### src/wsfr_pkg.sv
// Package for the frame receiver: phase encoding, result kinds, error codes.
// No dependencies.
package wsfr_pkg;

  localparam int LENGTH_BITS_DEF = 64;
  localparam logic [31:0] MAX_BODY_RST = 32'd1048576;
  localparam logic [6:0] LEN_16 = 7'd126;
  localparam logic [6:0] LEN_64 = 7'd127;
  localparam logic [3:0] OP_CLOSE = 4'h8;
  localparam logic [3:0] OP_PONG = 4'hA;

  typedef enum logic [2:0] {
    PH_HDR0 = 3'd0,
    PH_HDR1 = 3'd1,
    PH_EXT  = 3'd2,
    PH_BODY = 3'd3,
    PH_ERR  = 3'd4
  } phase_t;

  typedef enum logic [1:0] {
    KIND_PAYLOAD = 2'd0,
    KIND_HEADER  = 2'd1,
    KIND_ERROR   = 2'd2
  } kind_t;

  typedef enum logic [1:0] {
    ERR_NONE = 2'd0,
    ERR_FRAG = 2'd1,
    ERR_RSV  = 2'd2,
    ERR_BIG  = 2'd3
  } err_t;

  typedef struct packed {
    logic [1:0] kind;
    logic [7:0] payload_byte;
    logic [3:0] frame_opcode;
    logic       last;
    logic       needs_response;
    logic       close_after;
    logic [1:0] error_kind;
  } result_t;

  function automatic logic needs_resp(input logic [3:0] op);
    return (op > 4'd7) && (op != OP_PONG);
  endfunction

endpackage

### src/websocket_frame_receiver.sv
// Frame receiver top level: parser front, two-entry result queue back.
// Results are registered into the queue and reach the out_ ports from its head.
// Throughput: one byte per cycle unless full, i.e. two results wait unpopped.
// Reset: rst_n synchronous, active low; returns to awaiting a first header byte,
// clears the error lock and sets max_body_length to 1048576.
module websocket_frame_receiver import wsfr_pkg::*; #(
  parameter int LENGTH_BITS = LENGTH_BITS_DEF
) (
  input  logic        clk,
  input  logic        rst_n,
  input  logic        push,
  output logic        full,
  input  logic [7:0]  in_rx_byte,
  output logic        empty,
  input  logic        pop,
  output logic [1:0]  out_kind,
  output logic [7:0]  out_payload_byte,
  output logic [3:0]  out_frame_opcode,
  output logic        out_last,
  output logic        out_needs_response,
  output logic        out_close_after,
  output logic [1:0]  out_error_kind,
  input  logic        cfg_we,
  input  logic [31:0] cfg_wdata
);

  logic [31:0] max_len_r;
  logic        beat, res_valid, rd;
  result_t     res, head;

  assign beat = push && !full;
  assign rd = pop && !empty;

  always_ff @(posedge clk) begin
    if (!rst_n) max_len_r <= MAX_BODY_RST;
    else if (cfg_we) max_len_r <= cfg_wdata;
  end

  wsfr_parser #(.LENGTH_BITS(LENGTH_BITS)) u_parser (
    .clk(clk), .rst_n(rst_n), .beat_i(beat), .byte_i(in_rx_byte),
    .max_len_i(max_len_r), .res_valid_o(res_valid), .res_o(res)
  );

  wsfr_queue u_queue (
    .clk(clk), .rst_n(rst_n), .wr_i(res_valid), .wdata_i(res),
    .rd_i(rd), .rdata_o(head), .empty_o(empty), .full_o(full)
  );

  assign out_kind = head.kind;
  assign out_payload_byte = head.payload_byte;
  assign out_frame_opcode = head.frame_opcode;
  assign out_last = head.last;
  assign out_needs_response = head.needs_response;
  assign out_close_after = head.close_after;
  assign out_error_kind = head.error_kind;

  a_err_resp: assert property (@(posedge clk) disable iff (!rst_n)
    (!empty && out_kind == KIND_ERROR) |-> out_needs_response && !out_last)
    else $error("error result without response flag");
  a_kind_ok: assert property (@(posedge clk) disable iff (!rst_n)
    (!empty && out_kind != KIND_ERROR) |-> out_error_kind == ERR_NONE)
    else $error("error code on non-error result");
  a_no_push_full: assert property (@(posedge clk) disable iff (!rst_n)
    full |=> !empty)
    else $error("queue drained while full");

endmodule

### src/wsfr_parser.sv
// Front part: header parser and unmasker, one byte per cycle while beat_i is high.
// Depends on wsfr_pkg.
module wsfr_parser import wsfr_pkg::*; #(
  parameter int LENGTH_BITS = LENGTH_BITS_DEF
) (
  input  logic        clk,
  input  logic        rst_n,
  input  logic        beat_i,
  input  logic [7:0]  byte_i,
  input  logic [31:0] max_len_i,
  output logic        res_valid_o,
  output result_t     res_o
);

  phase_t                 phase_r, phase_nxt;
  logic [3:0]             op_r, op_nxt;
  logic                   mask_r, mask_nxt;
  logic [6:0]             slen_r, slen_nxt;
  logic [LENGTH_BITS-1:0] plen_r, plen_nxt;
  logic [3:0]             hcnt_r, hcnt_nxt;
  logic [7:0]             key_r [4];
  logic                   key_we;
  logic [1:0]             key_idx;
  logic [LENGTH_BITS-1:0] rem_r, rem_nxt;
  logic [1:0]             midx_r, midx_nxt;
  logic                   ovf_r, ovf_nxt;
  logic [3:0]             lbytes, need;
  logic [3:0]             hcnt_inc;
  logic [3:0]             h1_lb;
  logic                   fin;
  logic                   too_big;
  logic [LENGTH_BITS-1:0] fin_len;
  logic                   fin_ovf;
  logic [LENGTH_BITS-1:0] rem_dec;

  always_comb begin
    lbytes = (slen_r == LEN_16) ? 4'd2 : (slen_r == LEN_64) ? 4'd8 : 4'd0;
    h1_lb = (byte_i[6:0] == LEN_16) ? 4'd2 : (byte_i[6:0] == LEN_64) ? 4'd8 : 4'd0;
    need = lbytes + (mask_r ? 4'd4 : 4'd0);
    hcnt_inc = hcnt_r + 4'd1;
    rem_dec = (rem_r != '0) ? rem_r - 1'b1 : rem_r;
  end

  always_comb begin
    phase_nxt = phase_r;
    op_nxt = op_r;
    mask_nxt = mask_r;
    slen_nxt = slen_r;
    plen_nxt = plen_r;
    hcnt_nxt = hcnt_r;
    rem_nxt = rem_r;
    midx_nxt = midx_r;
    ovf_nxt = ovf_r;
    key_we = 1'b0;
    key_idx = 2'(hcnt_r - lbytes);
    fin = 1'b0;
    fin_len = plen_r;
    fin_ovf = ovf_r;
    res_valid_o = 1'b0;
    res_o = '0;
    if (beat_i) begin
      unique case (phase_r)
        PH_HDR0: begin
          res_o.frame_opcode = byte_i[3:0];
          res_o.needs_response = 1'b1;
          res_o.close_after = (byte_i[3:0] == OP_CLOSE);
          res_o.kind = KIND_ERROR;
          if (!byte_i[7]) begin
            res_valid_o = 1'b1;
            res_o.error_kind = ERR_FRAG;
            phase_nxt = PH_ERR;
          end else if (byte_i[6:4] != 3'd0) begin
            res_valid_o = 1'b1;
            res_o.error_kind = ERR_RSV;
            phase_nxt = PH_ERR;
          end else begin
            op_nxt = byte_i[3:0];
            phase_nxt = PH_HDR1;
          end
        end
        PH_HDR1: begin
          mask_nxt = byte_i[7];
          slen_nxt = byte_i[6:0];
          hcnt_nxt = '0;
          ovf_nxt = 1'b0;
          plen_nxt = (byte_i[6:0] < LEN_16) ? LENGTH_BITS'(byte_i[6:0]) : '0;
          fin_len = plen_nxt;
          fin_ovf = 1'b0;
          if (h1_lb == 4'd0 && !byte_i[7]) fin = 1'b1;
          else phase_nxt = PH_EXT;
        end
        PH_EXT: begin
          if (hcnt_r < lbytes) begin
            if (plen_r[LENGTH_BITS-1 -: 8] != 8'd0) ovf_nxt = 1'b1;
            plen_nxt = {plen_r[LENGTH_BITS-9:0], byte_i};
          end else begin
            key_we = 1'b1;
          end
          hcnt_nxt = hcnt_inc;
          fin_len = plen_nxt;
          fin_ovf = ovf_nxt;
          if (hcnt_inc >= need) fin = 1'b1;
        end
        PH_BODY: begin
          res_valid_o = 1'b1;
          res_o.kind = KIND_PAYLOAD;
          res_o.payload_byte = mask_r ? (byte_i ^ key_r[midx_r]) : byte_i;
          res_o.frame_opcode = op_r;
          res_o.last = (rem_dec == '0);
          res_o.needs_response = needs_resp(op_r);
          res_o.close_after = (op_r == OP_CLOSE);
          midx_nxt = midx_r + 2'd1;
          rem_nxt = rem_dec;
          if (rem_dec == '0) phase_nxt = PH_HDR0;
        end
        default: phase_nxt = PH_ERR;
      endcase
    end
    too_big = fin_ovf || (64'(fin_len) > 64'(max_len_i));
    if (fin) begin
      res_valid_o = 1'b1;
      res_o.frame_opcode = op_r;
      res_o.close_after = (op_r == OP_CLOSE);
      if (too_big) begin
        res_o.kind = KIND_ERROR;
        res_o.needs_response = 1'b1;
        res_o.error_kind = ERR_BIG;
        phase_nxt = PH_ERR;
      end else begin
        res_o.kind = KIND_HEADER;
        res_o.last = (fin_len == '0);
        res_o.needs_response = needs_resp(op_r);
        rem_nxt = fin_len;
        midx_nxt = 2'd0;
        phase_nxt = (fin_len == '0) ? PH_HDR0 : PH_BODY;
      end
    end
  end

  always_ff @(posedge clk) begin
    if (!rst_n) begin
      phase_r <= PH_HDR0;
      op_r <= '0;
      mask_r <= 1'b0;
      slen_r <= '0;
      plen_r <= '0;
      hcnt_r <= '0;
      rem_r <= '0;
      midx_r <= '0;
      ovf_r <= 1'b0;
      for (int i = 0; i < 4; i++) key_r[i] <= '0;
    end else begin
      phase_r <= phase_nxt;
      op_r <= op_nxt;
      mask_r <= mask_nxt;
      slen_r <= slen_nxt;
      plen_r <= plen_nxt;
      hcnt_r <= hcnt_nxt;
      rem_r <= rem_nxt;
      midx_r <= midx_nxt;
      ovf_r <= ovf_nxt;
      if (key_we) key_r[key_idx] <= byte_i;
    end
  end

endmodule

### src/wsfr_queue.sv
// Back part: short result queue between parser and output handshake.
// Depends on wsfr_pkg.
module wsfr_queue import wsfr_pkg::*; (
  input  logic    clk,
  input  logic    rst_n,
  input  logic    wr_i,
  input  result_t wdata_i,
  input  logic    rd_i,
  output result_t rdata_o,
  output logic    empty_o,
  output logic    full_o
);

  result_t    mem_r [2];
  logic       wp_r, rp_r;
  logic [1:0] cnt_r;

  assign empty_o = (cnt_r == 2'd0);
  assign full_o = (cnt_r == 2'd2);
  assign rdata_o = mem_r[rp_r];

  always_ff @(posedge clk) begin
    if (wr_i) mem_r[wp_r] <= wdata_i;
  end

  always_ff @(posedge clk) begin
    if (!rst_n) begin
      wp_r <= 1'b0;
      rp_r <= 1'b0;
      cnt_r <= '0;
    end else begin
      if (wr_i) wp_r <= ~wp_r;
      if (rd_i) rp_r <= ~rp_r;
      cnt_r <= cnt_r + 2'(wr_i) - 2'(rd_i);
    end
  end

endmodule
### config.mk
export PLATFORM = sky130hd
export DESIGN_NAME = websocket_frame_receiver
export DESIGN_NICKNAME = d
export VERILOG_FILES = /design/src/wsfr_pkg.sv /design/src/websocket_frame_receiver.sv /design/src/wsfr_parser.sv /design/src/wsfr_queue.sv
export SDC_FILE = /design/constraint.sdc
export NUM_CORES = 1
export LEC_CHECK = 0
export ABC_AREA = 1
export BUFFER_PORTS_ARGS = -buffer_cell sky130_fd_sc_hd__buf_2
export CELL_PAD_IN_SITES_DETAIL_PLACEMENT = 1
export CELL_PAD_IN_SITES_GLOBAL_PLACEMENT = 2
export CORE_MARGIN = 2
export CORE_UTILIZATION = 35
export DETAILED_ROUTE_END_ITERATION = 8
export GPL_TIMING_DRIVEN = 1
export PLACE_DENSITY_LB_ADDON = 0.2
export SYNTH_ARGS = -nofsm -noshare
export SYNTH_HDL_FRONTEND = slang
export SYNTH_SLANG_ARGS = --single-unit
### constraint.sdc
create_clock -name clk -period 4.9 [get_ports clk]
set_clock_uncertainty 0.2 [all_clocks]
set_input_delay 0.98 -clock clk [delete_from_list [all_inputs] [get_ports clk]]
set_output_delay 0.98 -clock clk [all_outputs]
set_load 0.05 [all_outputs]
==> impl_results.md, run 1 <==
* Outcome: finished clean
* Placed Area at 15500 um^2
* Vias/cell at 5.19
* Clk buf depth at 3
* Final Hold Vio Count at 0
* Synth Instances at 2116
* Final Cell Area at 16700 um^2
* IO Pins at 66
* CTS tree: built
* Most frequent cells in the layout: nand2_1, nor2_1, inv_1
* Number of global-route vias before repair at 14.3k
* Finished Core Util at 0.408
* Ratio of final minimum period to clock period at 0.935
* Nets at 2262
* Drt total wl at 50.9 mm
* Initial core utilization at 0.355
* Data required time of the worst path at 5.02 ns
* Post-Place Worst Slack at -0.00241 ns
* Die area at 43200 um^2
* Peak supply drop at 0.256 mV
* Post-synth EDFFs at 70
* Post-synth top area cell: dfxtp_1
* First-pass GRT wire length at 79.7 mm
* Gr usage total at 0.231
* Via Count at 14.2k
* Synth top area share at 0.257
* CP peak stage delay at 0.51 ns
* GP Congestion at 0.911
* Min Tclk post-route at 4.58 ns
* Cts bufs inserted at 30
* Critical path capture point type: flop
* Ys Warns at 0
* Post-synthesis area per instance at 6.87 um^2
* Cell area after synthesis at 14500 um^2
* Largest net degree at the start of global routing at 90
* Ys flop type: dfxtp_1
* # rows at 74
* Slew @ Worst Pin at 1.01 ns
* Pwr/cell area at 644 nW/um^2
* Die width at 208 um
* Ranking of synthesized cells by area: dfxtp_1, nand2_1, edfxtp_1, nor2_1, o21ai_0
* Die height at 208 um
* Sequential fraction of the synthesis area at 0.402
* Crit-path slowest cell: or3b_2
* Post-synth ARST share at 0
* First-pass DRT Iterations at 5
* Root Driver: clkbuf_16
* Net Count, Synth at 2203
* Commonest non-fill, non-tap cell in the layout: nand2_1
* Drt wl/cell at 18.6 um
* Fmax achieved at 218 MHz
* Initial antenna violation count at 0
* Antenna Nets Post-Route at 0
* # setup viols final at 0
* Hold/Removal Path Class: reg2reg
* Placed wire-length estimate at 38.8 mm
* Starting DRT DRC Count at 836
* Most used cell, CP: nand2_1
* Crit-path cells: nand4_1 > or3b_2 > ha_1 > nand2_1 > nand2_1 > buf_4 > nor2_2 > buf_4 > o21ai_0 > inv_1 > ha_1 > nand2_1 > inv_1 > nand3_1 > inv_1 > a21oi_1 > nand2_1 > nand2_1 > nand2_1 > nand2_1 > nand3_2 > nor2_4 > nand2_1 > a21boi_1
* Overflow left after global routing at 0
* Antenna Cells at 0
* Total of max-cap violations at 0
* CP Launch Type: flop
* Setup ws final at 0.320 ns
* Leak at 8.03 nW
* Kind of critical path: reg2reg
* Core area at 40900 um^2
* Yosys reg bits at 257
* Worst skew pair latency at 0.59 ns
* Layout cell share with drive strength beyond 1 at 0.0941
* Area Growth Syn to Fin at 14.7%
* CTS Sinks at 257
* CP Max Fanout at 17
* Cell variety after synth at 44
* Crit path DAT at 4.70 ns
* Slew Viols, Final at 0
* Worst-path clk slew at 0.06 ns
* IO Port Bufs at 65
* Slew margin rel. at 0.320
* DRC violations left at 0
* Power after layout at 10.7 mW
* WHS at 0.267 ns
* H-tree depth at 1
==> cells by family (layout without fill, tap and decap cells) <==
| kind of cell | after synthesis | after routing | share of synthesized area |
|---|---|---|---|
| and+or+nand+nor | 1105 | 1105 | 0.312 |
| AOI/OAI and AO/OA | 375 | 375 | 0.141 |
| buffers and inverters | 296 | 379 | 0.0810 |
| DFF | 257 | 257 | 0.402 |
| adders and majority gates | 42 | 42 | 0.0361 |
| xor gates and xnor gates | 22 | 22 | 0.0132 |
| muxes | 19 | 19 | 0.0147 |
==> Yosys cell counts, types with 8 or more instances <==
library cell	number
nor3_1	18
nand3b_1	30
a2111oi_0	21
nand3_1	77
mux2_2	19
o22ai_1	14
a21oi_1	116
xor2_1	11
buf_2	10
o2111ai_1	9
xnor2_1	11
nand2_1	598
clkbuf_1	56
buf_4	8
dfxtp_1	187
nand4_1	27
nor2_1	335
o21ai_1	15
ha_1	42
inv_1	201
edfxtp_1	70
o21ai_0	184
==> where the power goes <==
group	switching (mW)	internal [mW]
clock	0.934	1.51
combinational	4.18	1.55
sequential	0.168	2.41
==> cell type report <==
class	count	area, um^2
sequential	257	5850
fill	5252	24200
clock inverter	12	235
inverter	214	813
timing repair buffer	109	688
multi-input combinational	1563	7590
tap	532	666
clock buffer	44	843
==> final timing paths <==
check        slack, ns  cells past startpoint             endpoint                from
max               0.32                     24  u_queue.mem_r[1][4]  u_parser.slen_r[4]
min               0.27                      2        max_len_r[26]       max_len_r[26]
max reg2reg       0.32                     24  u_queue.mem_r[1][4]  u_parser.slen_r[4]
min reg2reg       0.27                      2        max_len_r[26]       max_len_r[26]
==> critical path: cells and delay by family, from the launching register on <==
family	cells	cell delay, ns
buf+inv	5	0.63
compound gates	3	0.65
simple gates	14	1.89
flops	1	0.34
fa+ha+maj	2	0.60
==> repair_timing <==
item / in CTS / in global routing
gates cloned: 0 / 1
hold endpoints to repair: 0 / 0
hold buffers: 0 / 0
pin swaps: 0 / 1
setup buffers: 0 / 1
endpoints found under the setup margin: 5 / 81
resized for setup: 2 / 35
==> routing by layer <==
layer	global-route usage	part of all wire	vias to the layer above
li1	-	-	7052
met1	0.313	0.47	6787
met2	0.384	0.46	253
met3	0.0271	0.035	88
met4	0.0756	0.032	0
met5	0	0	-
==> state kept, by name (all words and copies together), names as in the netlist, 2 cells and up, named ones only <==
signal	count
u_parser.plen_r	64
u_parser.rem_r	64
u_queue.mem_r	38
max_len_r	32
u_parser.key_r	32
u_parser.slen_r	7
u_parser.hcnt_r	4
u_parser.op_r	4
u_parser.phase_r	3
u_parser.midx_r	2
u_queue.cnt_r	2
==> per-stage QoR <==
step | TNS, ns | cells
2_1_floorplan | 0 | 2116
3_3_place_gp | 0 | 2673
3_5_place_dp | -0.00241 | 2673
4_1_cts | 0 | 2729
5_1_grt | -0.0377 | 2731
6_report | 0 | 2731
No activity file was read; power rests on OpenSTA's default activity.
==> inputs of run 2 (changes only) <==
--- a/config.mk
+++ b/config.mk
@@ -12,3 +12,3 @@
 export CORE_MARGIN = 2
-export CORE_UTILIZATION = 35
+export CORE_UTILIZATION = 32
 export DETAILED_ROUTE_END_ITERATION = 8
==> constraint.sdc (replaced) <==
create_clock -name clk -period 4.2 [get_ports clk]
set_clock_uncertainty 0.2 [all_clocks]
set_input_delay 0 -clock clk [delete_from_list [all_inputs] [get_ports clk]]
set_output_delay 0 -clock clk [all_outputs]
set_load 0.05 [all_outputs]
==> impl_results.md, run 2 (synthesized netlist as in run 1, its figures left out) <==
* Outcome: complete, but fails checks (was finished clean)
* Violated checks: setup timing
* CP Launch Type: flop (unchanged)
* Number of global-route vias before repair at 15.6k (was 14.3k)
* RSZ-0062 raised after global routing: true
* Die height at 217 um (was 208 um)
* Worst skew pair latency at 0.56 ns (was 0.59 ns)
* Leak at 9.16 nW (was 8.03 nW)
* Cts bufs inserted at 34 (was 30)
* Antenna Nets Post-Route at 0 (unchanged)
* Gr usage total at 0.244 (was 0.231)
* WHS Endpoint: max_len_r[20] (was max_len_r[26])
* Ratio of final minimum period to clock period at 1.03 (was 0.935)
* First-pass GRT wire length at 89.3 mm (was 79.7 mm)
* Largest net degree at the start of global routing at 90 (unchanged)
* Peak supply drop at 0.386 mV (was 0.256 mV)
* First-pass DRT Iterations at 5 (unchanged)
* Drt total wl at 58.0 mm (was 50.9 mm)
* Root Driver: clkbuf_16 (unchanged)
* Non-filler cells, final at 2995 (was 2731)
* IO Pins at 66 (unchanged)
* DP Cell Count at 2801 (was 2673)
* Commonest non-fill, non-tap cell in the layout: nand2_1 (unchanged)
* Vias/cell at 5.05 (was 5.19)
* CTS Sinks at 257 (unchanged)
* Critical path capture point type: flop (unchanged)
* Worst-path clk slew at 0.06 ns (about the same)
* Slew Viols, Final at 0 (unchanged)
* H-tree depth at 2 (was 1)
* Hold Path Origin: cfg_we (was max_len_r[26])
* Core area at 45100 um^2 (was 40900 um^2)
* # rows at 78 (was 74)
* Kind of critical path: reg2reg (unchanged)
* Worst r2r path cells at 26 (was 24)
* Die area at 47200 um^2 (was 43200 um^2)
* Die width at 217 um (was 208 um)
* Data required time of the worst path at 4.42 ns (was 5.02 ns)
* Initial antenna violation count at 0 (unchanged)
* Power after layout at 13.4 mW (was 10.7 mW)
* Nets at 2459 (was 2262)
* Hold/Removal Path Class: in2reg (was reg2reg)
* Placed wire-length estimate at 41.1 mm (was 38.8 mm)
* Placed Area at 16100 um^2 (was 15500 um^2)
* DRC violations left at 0 (unchanged)
* Clk buf depth at 3 (unchanged)
* Overflow left after global routing at 0 (unchanged)
* Via Count at 15.1k (was 14.2k)
* # setup viols final at 36 (was 0)
* Reg2reg start: u_parser.slen_r[5] (was u_parser.slen_r[4])
* Internal at 6.72 mW (was 5.46 mW)
* Slew @ Worst Pin at 1.11 ns (was 1.01 ns)
* Finished Core Util at 0.428 (was 0.408)
* Worst Hold Depth at 3 (was 2)
* Crit path DAT at 4.55 ns (was 4.70 ns)
* Most frequent cells in the layout: nand2_1, nor2_1, inv_1 (unchanged)
* Critical register-to-register path endpoint: u_parser.rem_r[38] (was u_queue.mem_r[1][4])
* Net Sw Frac at 0.500 (was 0.492)
* WHS at 0.0637 ns (was 0.267 ns)
* Initial core utilization at 0.323 (was 0.355)
* Comb power frac at 0.561 (was 0.533)
* Min Tclk post-route at 4.33 ns (was 4.58 ns)
* Pwr/cell area at 695 nW/um^2 (was 644 nW/um^2)
* NetSw at 6.71 mW (was 5.28 mW)
* Drt wl/cell at 19.4 um (was 18.6 um)
* R2r setup slk at -0.13 ns (was 0.32 ns)
* Final Hold Vio Count at 0 (unchanged)
* Final Cell Area at 19300 um^2 (was 16700 um^2)
* IO Port Bufs at 65 (unchanged)
* Biggest regs: u_parser.plen_r x64, u_parser.rem_r x64, u_queue.mem_r x38 (unchanged)
* Area Growth Syn to Fin at 32.7% (was 14.7%)
* Seq pwr share at 0.224 (was 0.240)
* Fmax achieved at 231 MHz (was 218 MHz)
* Clock power share at 0.215 (was 0.227)
* GP Congestion at 0.932 (was 0.911)
* CP Max Fanout at 8 (was 17)
* Layout cell share with drive strength beyond 1 at 0.172 (was 0.0941)
* Slew margin rel. at 0.261 (was 0.320)
* CTS tree: built (unchanged)
* Setup ws final at -0.132 ns (was 0.320 ns)
* Total of max-cap violations at 0 (unchanged)
* Antenna Cells at 0 (unchanged)
* Starting DRT DRC Count at 784 (was 836)
run 2: cell type report:
cell class | instances | area [um^2]
multi-input cells | 1563 | 8140
clock inverters | 11 | 101
repair inverters | 2 | 12.5
clock buffers | 48 | 985
fillers | 5672 | 25800
well taps | 600 | 751
inverters | 214 | 821
flip-flops and latches | 257 | 5850
repair buffers | 300 | 2650
run 2: how the worst max path moves through the flow:
stage,startpoint,to,slack [ns],depth (start not counted)
6_report,u_parser.slen_r[5],u_parser.rem_r[38],-0.13,26
2_1_floorplan,u_parser.slen_r[5],u_queue.mem_r[0][4],0.06,26
4_1_cts,u_parser.slen_r[6],u_parser.rem_r[37],-0.03,27
5_1_grt,u_parser.slen_r[5],u_parser.rem_r[38],-0.35,26
3_3_place_gp,u_parser.slen_r[5],u_parser.rem_r[47],-0.43,25
3_5_place_dp,u_parser.slen_r[5],u_parser.rem_r[33],-0.55,24
run 2: worst max-delay path, stage by stage (launching register included):
cell and delay, ns:
dfxtp_2 0.33, nand4_1 0.13, or3b_4 0.44, ha_4 0.28, nand2_4 0.05, nand2_4 0.09, buf_6 0.11, nor2_4 0.04
buf_12 0.14, buf_8 0.13, o21ai_4 0.17, inv_2 0.08, ha_4 0.27, nand2_4 0.05, nor2_4 0.11, nand2_2 0.08
nor4_4 0.24, buf_4 0.16, nand2_2 0.05, nand2_2 0.07, nand2_2 0.08, nand3_4 0.11, nor2_4 0.05, buf_6 0.13
buf_12 0.13, buf_16 0.13, a2111oi_1 0.33
run 2: repair_timing:
action                                  in CTS  in global routing
resized for setup                          100                126
gates cloned                                 6                  2
endpoints found under the setup margin      81                101
pin swaps                                   11                 29
hold buffers                                90                  0
setup buffers                               30                  8
endpoints found under the hold margin      160                  0
run 2: through the flow:
stage               setup slack, ns  TNS (ns)
floorplan                    0.0587         0
CTS                         -0.0342   -0.0815
finish                       -0.132    -0.926
global route                 -0.348    -19.75
global placement             -0.431    -28.20
detailed placement           -0.547    -32.65
run 2: routing by layer:
metal / vias to the layer above / GRT usage / wire (um)
li1: 7447 / - / -
met1: 7367 / 0.314 / 26500
met2: 235 / 0.424 / 28000
met3: 88 / 0.0252 / 1610
met4: 0 / 0.0845 / 1890
met5: - / 0 / 0
run 2: power by group through the flow:
stage               combinational (mW)  sequential [mW]  clock, mW
finish                            7.53             3.00       2.89
global route                      8.28             3.03       3.05
CTS                               7.37             3.00       2.96
detailed placement                7.08             3.05          0
global placement                  7.00             3.04          0
floorplan                         4.47             2.96          0
==> inputs of run 3 (changes only) <==
Settings changed: CORE_UTILIZATION 32 to 35.
Clock period 4.2 ns to 4.77 ns, I/O delays scaled along.
==> impl_results.md, run 3 (synthesized netlist as in run 1, its figures left out) <==
* Setup TNS at 0 ns (was -0.926 ns)
* IO Pins at 66 (unchanged)
* Ratio of final minimum period to clock period at 0.946 (was 1.03)
* Biggest regs: u_parser.plen_r x64, u_parser.rem_r x64, u_queue.mem_r x38 (unchanged)
* First-pass DRT Iterations at 5 (unchanged)
* Reg2reg start: u_parser.slen_r[5] (unchanged)
* Core area at 40900 um^2 (was 45100 um^2)
* CP Launch Type: flop (unchanged)
* DRC violations left at 0 (unchanged)
* GP Congestion at 0.919 (was 0.932)
* Min Tclk post-route at 4.51 ns (was 4.33 ns)
* Final Cell Area at 17400 um^2 (was 19300 um^2)
* Critical path capture point type: flop (unchanged)
* Total of max-cap violations at 0 (unchanged)
* Finished Core Util at 0.425 (was 0.428)
* Kind of critical path: reg2reg (unchanged)
* Largest net degree at the start of global routing at 90 (unchanged)
* IO Port Bufs at 65 (unchanged)
* Layout cell share with drive strength beyond 1 at 0.0939 (was 0.172)
* Setup ws final at 0.258 ns (was -0.132 ns)
* Non-filler cells, final at 2812 (was 2995)
* Slew @ Worst Pin at 1.06 ns (was 1.11 ns)
* Placed wire-length estimate at 39.3 mm (was 41.1 mm)
* Antenna Cells at 0 (unchanged)
* Flip-flop and latch area at 5850 um^2 (about the same)
* Initial core utilization at 0.355 (was 0.323)
* Starting DRT DRC Count at 776 (was 784)
* Antenna Nets Post-Route at 0 (unchanged)
* # rows at 74 (was 78)
* Final Hold Vio Count at 0 (unchanged)
* CTS tree: built (unchanged)
* Gr usage total at 0.242 (was 0.244)
* First-pass GRT wire length at 83.0 mm (was 89.3 mm)
* Area of the multi-input gates at 7570 um^2 (was 8140 um^2)
* Crit path DAT at 4.74 ns (was 4.55 ns)
* Placed Area at 15600 um^2 (was 16100 um^2)
* Hold/Removal Path Class: in2reg (unchanged)
* Layout fillers at 5172 (was 5672)
* Fmax achieved at 222 MHz (was 231 MHz)
* Most frequent cells in the layout: nand2_1, nor2_1, inv_1 (unchanged)
* Worst-path clk slew at 0.06 ns (about the same)
* Clk buf depth at 3 (unchanged)
* Critical Path Source: u_parser.slen_r[5] (unchanged)
* Area Growth Syn to Fin at 19.6% (was 32.7%)
* Drt wl/cell at 18.9 um (was 19.4 um)
* # setup viols final at 0 (was 36)
* Peak supply drop at 0.315 mV (was 0.386 mV)
* H-tree depth at 1 (was 2)
* Root Driver: clkbuf_16 (unchanged)
* DP Cell Count at 2682 (was 2801)
* Commonest non-fill, non-tap cell in the layout: nand2_1 (unchanged)
* Data required time of the worst path at 4.99 ns (was 4.42 ns)
* Number of global-route vias before repair at 14.9k (was 15.6k)
* Nets at 2343 (was 2459)
* Worst skew pair latency at 0.59 ns (was 0.56 ns)
* WHS at 0.0430 ns (was 0.0637 ns)
* Leak at 8.36 nW (was 9.16 nW)
* Drt total wl at 53.1 mm (was 58.0 mm)
* Slew Viols, Final at 0 (unchanged)
* Die width at 208 um (was 217 um)
* Post-Place Worst Slack at 0.105 ns (was -0.547 ns)
* Power after layout at 10.9 mW (was 13.4 mW)
* Pwr/cell area at 629 nW/um^2 (was 695 nW/um^2)
* Slew margin rel. at 0.285 (was 0.261)
* Hold Path Origin: cfg_wdata[25] (was cfg_we)
* Outcome: finished clean (was complete, but fails checks)
* Cts bufs inserted at 30 (was 34)
* CP Max Fanout at 17 (was 8)
* Via Count at 14.5k (was 15.1k)
* Vias/cell at 5.17 (was 5.05)
* CTS Sinks at 257 (unchanged)
* Die area at 43200 um^2 (was 47200 um^2)
* Overflow left after global routing at 0 (unchanged)
* Initial antenna violation count at 0 (unchanged)
* Die height at 208 um (was 217 um)
run 3: cell count changes in the layout (fill, tap and decap cells not counted), sizes merged:
cell         previous run  this run
bufinv                  1         2
dlygate4sd3            89        71
clkinvlp                1         2
bufbuf                  1         0
clkbuf                 50        38
buf                   208       118
inv                   212       207
clkinv                 13        22
run 3: path summary, 6_finish.rpt:
path,to,slack [ns],depth (start not counted)
worst max-delay path,u_queue.mem_r[0][4],0.26,23
worst min-delay path,max_len_r[25],0.04,4
worst max register to register,u_queue.mem_r[0][4],0.26,23
worst min register to register,max_len_r[25],0.26,2
run 3: repair_timing:
action                                 CTS  global route
hold buffers                            71             0
buffers inserted                         0             2
endpoints found under the hold margin  173             0
setup endpoints to repair                0            79
resized for setup                        0            19
run 3: critical path: stages, from the launching register on:
cell and delay [ns]:
dfxtp_1 0.33, nand4_1 0.15, or3b_2 0.50, ha_1 0.29, nand2_1 0.06, nand2_2 0.11, nor2_2 0.07, buf_12 0.16
o21ai_0 0.35, inv_1 0.10, ha_1 0.31, a21oi_1 0.20, o21ai_0 0.14, nand2_1 0.08, nand3_1 0.06, a21oi_1 0.12
buf_4 0.13, nand2_1 0.05, nand2_1 0.08, nand3_2 0.13, nor2_4 0.25, inv_2 0.10, buf_12 0.16, a21boi_1 0.18
run 3: power by group:
part	internal, mW	switching (mW)
Clock	1.31	0.967
Sequential	2.47	0.176
Combinational	1.65	4.37
Total	5.43	5.51
run 3: metal layers:
layer	track usage	part of all wire
met1	0.316	0.46
met2	0.414	0.48
met3	0.0256	0.033
met4	0.0839	0.032
met5	0	0
run 3: cell type report:
class	instances	share of cell area
timing repair buffer	190	0.0878
clock inverter	19	0.00985
multi-input combinational	1563	0.435
tap	532	0.0383
inverter	214	0.0466
clock buffer	37	0.0464
sequential	257	0.336
